**src/rtl/dogx_pkg.sv**
```systemverilog
`default_nettype none
// ----------------------------------------------------------------------------
// dogx_pkg
// Shared types and constants for the 3x3x3 DoG extremum detector.
// ----------------------------------------------------------------------------
package dogx_pkg;

	localparam int SAMPLE_BITS = 16;
	localparam int NUM_PLANES  = 3;
	localparam int MAX_LINE    = 1024;
	localparam int MAX_ROWS    = 1024;
	localparam int COL_W       = $clog2(MAX_LINE);
	localparam int ROW_W       = $clog2(MAX_ROWS);
	localparam int DIM_W       = 11;
	localparam int THR_W       = 15;
	localparam int EDGE_MARGIN = 5;
	localparam int CFG_IDX_W   = 2;
	localparam int COLW_BITS   = NUM_PLANES * SAMPLE_BITS;

	typedef logic signed [SAMPLE_BITS-1:0] sample_t;
	typedef sample_t [2:0][2:0]            plane_win_t;
	typedef logic [COLW_BITS-1:0]          col_word_t;

	typedef struct packed {
		logic all_gt;
		logic all_lt;
	} lane_flags_t;

	typedef enum logic [CFG_IDX_W-1:0] {
		REG_LINE_WIDTH   = 2'd0,
		REG_FRAME_HEIGHT = 2'd1,
		REG_CONTRAST     = 2'd2
	} cfg_reg_t;

	// saturate a frame dimension to [1, lim]
	function automatic logic [DIM_W-1:0] clamp_dim(input logic [DIM_W-1:0] v,
			input logic [DIM_W-1:0] lim);
		logic [DIM_W-1:0] r;
		if (v == '0) begin
			r = DIM_W'(1);
		end else if (v > lim) begin
			r = lim;
		end else begin
			r = v;
		end
		return r;
	endfunction

endpackage
`default_nettype wire

```
**src/rtl/dogx_lane.sv**
```systemverilog
`default_nettype none
// ----------------------------------------------------------------------------
// dogx_lane
// Compares the window centre against the 3x3 cells of one plane.
// ----------------------------------------------------------------------------
module dogx_lane (
	input  wire logic                clk,
	input  wire logic                en,
	input  wire dogx_pkg::plane_win_t cells,
	input  wire dogx_pkg::sample_t   centre,
	input  wire logic                skip_centre,
	output      dogx_pkg::lane_flags_t flags_s3
);

	logic [8:0] gt_bits;
	logic [8:0] lt_bits;

	always_comb begin
		for (int i = 0; i < 3; i++) begin
			for (int j = 0; j < 3; j++) begin
				if (skip_centre && i == 1 && j == 1) begin
					gt_bits[i*3+j] = 1'b1;
					lt_bits[i*3+j] = 1'b1;
				end else begin
					gt_bits[i*3+j] = $signed(centre) > $signed(cells[i][j]);
					lt_bits[i*3+j] = $signed(centre) < $signed(cells[i][j]);
				end
			end
		end
	end

	always_ff @(posedge clk) begin
		if (en) begin
			flags_s3.all_gt <= &gt_bits;
			flags_s3.all_lt <= &lt_bits;
		end
	end

endmodule
`default_nettype wire

```
**config.mk**
```make
export PLATFORM = sky130hd
export DESIGN_NAME = dogx_lane
export DESIGN_NICKNAME = d
export VERILOG_FILES = /design/src/rtl/dogx_pkg.sv /design/src/rtl/dogx_lane.sv
export SDC_FILE = /design/constraint.sdc
export NUM_CORES = 1
export LEC_CHECK = 0
export ABC_AREA = 0
export BUFFER_PORTS_ARGS = -buffer_cell sky130_fd_sc_hd__clkbuf_2
export CAP_MARGIN = 10
export CORE_MARGIN = 5
export CORE_UTILIZATION = 50
export CTS_CLUSTER_DIAMETER = 150
export DETAILED_ROUTE_END_ITERATION = 7
export PLACE_DENSITY = 0.93
export SYNTH_ARGS = -nofsm -noshare
export SYNTH_HDL_FRONTEND = slang
export SYNTH_SLANG_ARGS = --single-unit
export TNS_END_PERCENT = 50
```
**constraint.sdc**
```tcl
create_clock -name clk -period 4.15 [get_ports clk]
set_clock_uncertainty 0.2 [all_clocks]
set_input_delay 0.6225 -clock clk [delete_from_list [all_inputs] [get_ports clk]]
set_output_delay 0.6225 -clock clk [all_outputs]
set_load 0.01 [all_outputs]
```
==> reports/results.ini, run 1 <==
[outcome]
outcome=finished clean

[finish]
nNetsFinal=999
regMostFlops=flags_s3
largest_register_ffs=2
biggestRegsByFlops=flags_s3 x2
finalNonFillerCells=792
fin_area_um2=4822
syn2layout_area_growth_pct=25.82
regArea_um2=60.06
drive_gt1_share_pct=24.78
antenna_cells=0
multiInputGateArea_um2=3236
utilization_pct=63.39
num-fill-cells=726

[placed_design]
post-place-ws_ns=0.9455
gp_congestion=0.8987
port_buffers=164
place_inst=789
place_area_um2=4781
dp_hpwl_um=11520

[synth]
syn_nets=830
synthTopCellsByArea=ha_1 (47%), inv_1 (14%), a21oi_1 (6.5%)
syn_area_um2=3832
ys_ff_latch=2
synth_cell_types=45
synth_warnings=0
syn_inst=523
avgSynthCellArea_um2=7.328
synth_top_cell_area_share_pct=47.01
synth_edf_count=2
synth_seq_area_share_pct=1.567
synth_flop_cell=edfxtp_1
async_reset_ff_share_pct=0
yosysTopAreaCell=ha_1

[critical_path]
arrival_ns=2.86
cp_slowest_stage_delay_ns=0.46
path_cells=clkbuf_2, ha_1, nand4_1, or3_1, a21oi_1, nor4_1, mux2_1, nor4_1
critPathLaunchType=primary input
critPathKind=primary input to flop
cp.required_ns=3.97
cp_common_cell=nor4_1
endpoint_kind=flop
path_delay_family=simple AND/OR/NAND/NOR gates
path_max_fanout=9
critical_path_buf_inv_count=1
crit_path_top_delay_cell=or3_1

[global_route]
grt_pass1_vias=4750
grt_usage_pct=25.77
grt_max_degree=10
grt-ovfl-total=0
grt_pass1_wl_um=20530
antenna_found_initial=0

[timing]
max_freq_ghz=0.3293
worst_slack_ns=1.113
maxSlewViolCount=0
tightest_slew_ns=0.5798
fin_hold_ws_ns=0.4478
finalCriticalPeriod_ns=3.037
slew_headroom_pct=60.35
hold_violations=0
finalCritPeriodShare_pct=73.18
rsz0062_at_grt=false
fin_setup_tns_ns=0
setup_viol=0

[detailed_routing]
wl_um=12730
drc_errors=0
drtAntennaViolNets=0
vias=4360
drtIter0Drc=192
firstDrtPassIters=4
viasPerCell=5.505
wl_per_cell_um=16.07

[floorplan]
io_pins=165
die_w_um=97.55
die_y_um=97.55
rows=32
core_area_um2=7607
floorplan.initialDensity_pct=50.38
dieArea_um2=9516

[power_and_ir_drop]
p_per_area_nw_per_um2=115.4
clockPowerShare_pct=14.0
vdd_drop_max_mv=0.08815
cellLeakagePower_nw=3.036
intPower_uw=291.7
combPwrFrac_pct=81.7
seq_power_share_pct=4.4
p_sw_uw=264.8
power_uw=556.4
sw_frac_of_total_pct=47.58

[clock_network]
postCtsSetupRepairBufs=0
cts.clk_slew.worst_paths_ns=0.03
cts_sinks=2
cts_tree=done
cts.hold.buffers_added=0
cts_buffers=3
cts_max_level=1
root_buffer=clkbuf_8
clockBufferDepth=2
cts-resized-gates=0

[min_path]
hold_class=primary input to flop

[run]
cap_violations=0

final timing paths:
| check | startpoint | endpoint | slack, ns | cells past startpoint |
|---|---|---|---|---|
| setup / recovery | centre[15] | flags_s3[0] | 1.11 | 8 |
| hold / removal | en | flags_s3[0] | 0.45 | 1 |
area by class of cell:
| type | instances | share of cell area (%) |
|---|---|---|
| Multi-Input combinational cell | 378 | 67.10 |
| Tap cell | 102 | 2.647 |
| Sequential cell | 2 | 1.245 |
| Inverter | 143 | 11.13 |
| Timing Repair Buffer | 164 | 17.02 |
| Clock buffer | 3 | 0.8563 |
power groups by stage:
stage	Sequential [mW]	Combinational (mW)	Clock, mW
CTS	0.0243	0.452	0.0776
detailed placement	0.0245	0.448	0
global route	0.0243	0.516	0.0788
finish	0.0243	0.454	0.0778
floorplan	0.0248	0.264	0
global placement	0.0244	0.425	0
synth_stat cells, types with 2 or more instances:
cell type and instances:
ha_1 144, inv_1 142, a21oi_1 50, nand4_1 28, nand2_1 21, nand3_1 17, a21o_1 14, nor4_1 12
nor2_1 9, o211ai_1 9, nor2b_1 8, a211oi_1 7, nand2b_1 6, mux2i_1 5, o21ai_0 4, o21bai_1 4
a31oi_1 3, nor3_1 3, or3_1 3, a2111oi_0 2, a21boi_1 2, and4_1 2, edfxtp_1 2, mux2_1 2
o2111ai_1 2, o21ai_1 2, or4_1 2
logic make-up (layout without fill, tap and decap cells):
group / after synthesis / after routing / share of synthesized area (%)
compound gates: 110 / 110 / 18.32
simple gates: 117 / 117 / 17.21
flops: 2 / 2 / 1.567
mux: 7 / 7 / 1.894
fa+ha+maj: 144 / 144 / 47.01
buf+inv: 143 / 310 / 14.01
layer usage:
metal  track usage, %  part of all wire [%]  vias up
met3            4.451                   7.4       39
met5                0                     0        -
met4            9.798                   3.5        0
li1                 -                     -     2192
met2            47.81                    49      191
met1            29.01                    40     1938
cells in the final DEF (no fill, tap or decap), drive strengths merged, types with 7 or more instances in the layout:
| master | n |
|---|---|
| clkbuf | 167 |
| nor2 | 9 |
| ha | 144 |
| nand3 | 17 |
| a21oi | 50 |
| inv | 143 |
| a211oi | 7 |
| a21o | 14 |
| nand4 | 29 |
| nand2 | 21 |
| o211ai | 9 |
| nor4 | 12 |
| nor2b | 9 |
Power figures use the tool's default switching activity.
==> run 2: changes to the inputs <==
Clock period 4.15 ns to 2.8 ns, I/O delays scaled along.
==> run 2 against run 1 <==
Effect of this change:
- clock-buffer cell count unchanged
- highest routed layer unchanged
- cell count increased by 6.9%
- critical path type unchanged
- largest power group unchanged
- wire length increased by 2.7%
==> reports/results.ini, run 2 (same netlist as run 1, synthesis figures left out) <==
[outcome]
outcome=finished clean

[finish]
largest_register_ffs=2
drive_gt1_share_pct=31.41
antenna_cells=0
mostFrequentLayoutCell=clkbuf_2
nNetsFinal=1054
regMostFlops=flags_s3
syn2layout_area_growth_pct=39.11
fin_area_um2=5331
layout_common_cells=clkbuf_2 (162), inv_1 (142), ha_1 (142)
biggestRegsByFlops=flags_s3 x2

[global_route]
grt-ovfl-total=0
antenna_found_initial=0
met3_usage_pct=3.589
groute.layer.met2.usage_pct=48.92
grt_usage_pct=26.11
grt_max_degree=10
grt_pass1_vias=4904
grtUsageMet1_pct=29.96
grt_busiest_layer=met2
grt_pass1_wl_um=20960

[power_and_ir_drop]
p_sw_uw=413.2
power_uw=918.2
intPower_uw=505.0
seq_power_share_pct=3.9
cellLeakagePower_nw=3.314
p_per_area_nw_per_um2=172.2
vdd_drop_max_mv=0.1342
clockPowerShare_pct=12.3
combPwrFrac_pct=83.8
sw_frac_of_total_pct=45.00

[placed_design]
gp_congestion=0.9204
place_area_um2=5231
dp_hpwl_um=11840
port_buffers=164

[detailed_routing]
vias=4605
firstDrtPassIters=5
wl_per_cell_um=15.43
drtAntennaViolNets=0
drc_errors=0
drtIter0Drc=192
viasPerCell=5.437
wl_um=13070

[timing]
setup_viol=0
max_freq_ghz=0.3639
tightest_slew_ns=0.4652
hold_violations=0
slew_headroom_pct=68.91
maxSlewViolCount=0
finalCriticalPeriod_ns=2.748
finalCritPeriodShare_pct=98.15
fin_setup_tns_ns=0

[clock_network]
cts_buffers=3
root_buffer=clkbuf_8
cts_tree=done
cts.clk_slew.worst_paths_ns=0.03
postCtsSetupRepairBufs=0
clockBufferDepth=2
cts-resized-gates=0
cts.hold.buffers_added=0
cts_sinks=2
cts_max_level=1

[critical_path]
endpoint_kind=flop
cp.required_ns=2.67
critPathLaunchType=primary input
path_cells=clkbuf_2, buf_4, ha_1, nand4_1, buf_4, nor4_1, a2111oi_1, o2111ai_1, nor3_1, nand4_1, nor2_1
cp_slowest_stage_delay_ns=0.44
path_max_fanout=8
critPathKind=primary input to flop
arrival_ns=2.62
crit_path_top_delay_cell=a2111oi_1

[floorplan]
core_area_um2=7607
floorplan.initialDensity_pct=50.38
rows=32
dieArea_um2=9516
die_w_um=97.55
io_pins=165
die_y_um=97.55

[min_path]
hold-path-cell-count=1
hp-start=en
min_to=flags_s3[1]
hold_class=primary input to flop

[run]
cap_violations=0

## run 2: changes by cell type in the layout (fill, tap and decap cells not counted), moves of 2 or more
cell | before | now
ha_4 | 0 | 2
ha_1 | 144 | 142
buf_12 | 0 | 3
buf_2 | 0 | 2
nor4_1 | 12 | 10
buf_4 | 0 | 52
nor4_2 | 0 | 2
clkbuf_2 | 164 | 162
## run 2: power by group through the flow
stage | clock [mW] | sequential (mW) | combinational, mW
after floorplan | 0 | 0.0368 | 0.391
after global placement | 0 | 0.0362 | 0.703
after detailed placement | 0 | 0.0361 | 0.747
after CTS | 0.113 | 0.0358 | 0.753
after global routing | 0.118 | 0.0358 | 0.866
final | 0.113 | 0.0359 | 0.769
## run 2: layout make-up
type	instances	area, µm²
Inverter	143	536.8
Timing Repair Buffer	219	1271
Clock buffer	3	41.29
Sequential cell	2	60.06
Tap cell	102	127.6
Multi-Input combinational cell	378	3294
Fill cell	654	2276
## run 2: worst max-delay path, delay by kind of cell
kind | cells | cell delay (ns)
and+or+nand+nor | 5 | 0.68
adders and majority gates | 1 | 0.28
buffers and inverters | 3 | 0.50
AOI/OAI and AO/OA | 2 | 0.73
## run 2: routing by layer
layer	vias up	wire (µm)
met3	34	978
met5	-	0
met4	0	442
met2	208	6587
met1	2061	5063
li1	2302	-
## run 2: worst max path at each step
| stage | startpoint | endpoint |
|---|---|---|
| 2_1_floorplan | cells[47] | flags_s3[1] |
| 3_3_place_gp | centre[10] | flags_s3[0] |
| 3_5_place_dp | centre[15] | flags_s3[0] |
| 4_1_cts | centre[15] | flags_s3[1] |
| 5_1_grt | centre[7] | flags_s3[1] |
| 6_report | centre[9] | flags_s3[1] |
## run 2: stage by stage
stage / cells / util (%) / hold WS [ns] / setup slack [ns]
after detailed placement: 844 / 68.77 / 0.4616 / -0.1802
after CTS: 847 / 69.31 / 0.2490 / 0.007037
after global placement: 844 / 68.77 / 0.4586 / -0.1640
after floorplan: 523 / - / 0.3325 / 0.2617
final: 847 / 70.08 / 0.2542 / 0.05185
after global routing: 847 / 70.08 / 0.2443 / -0.1303
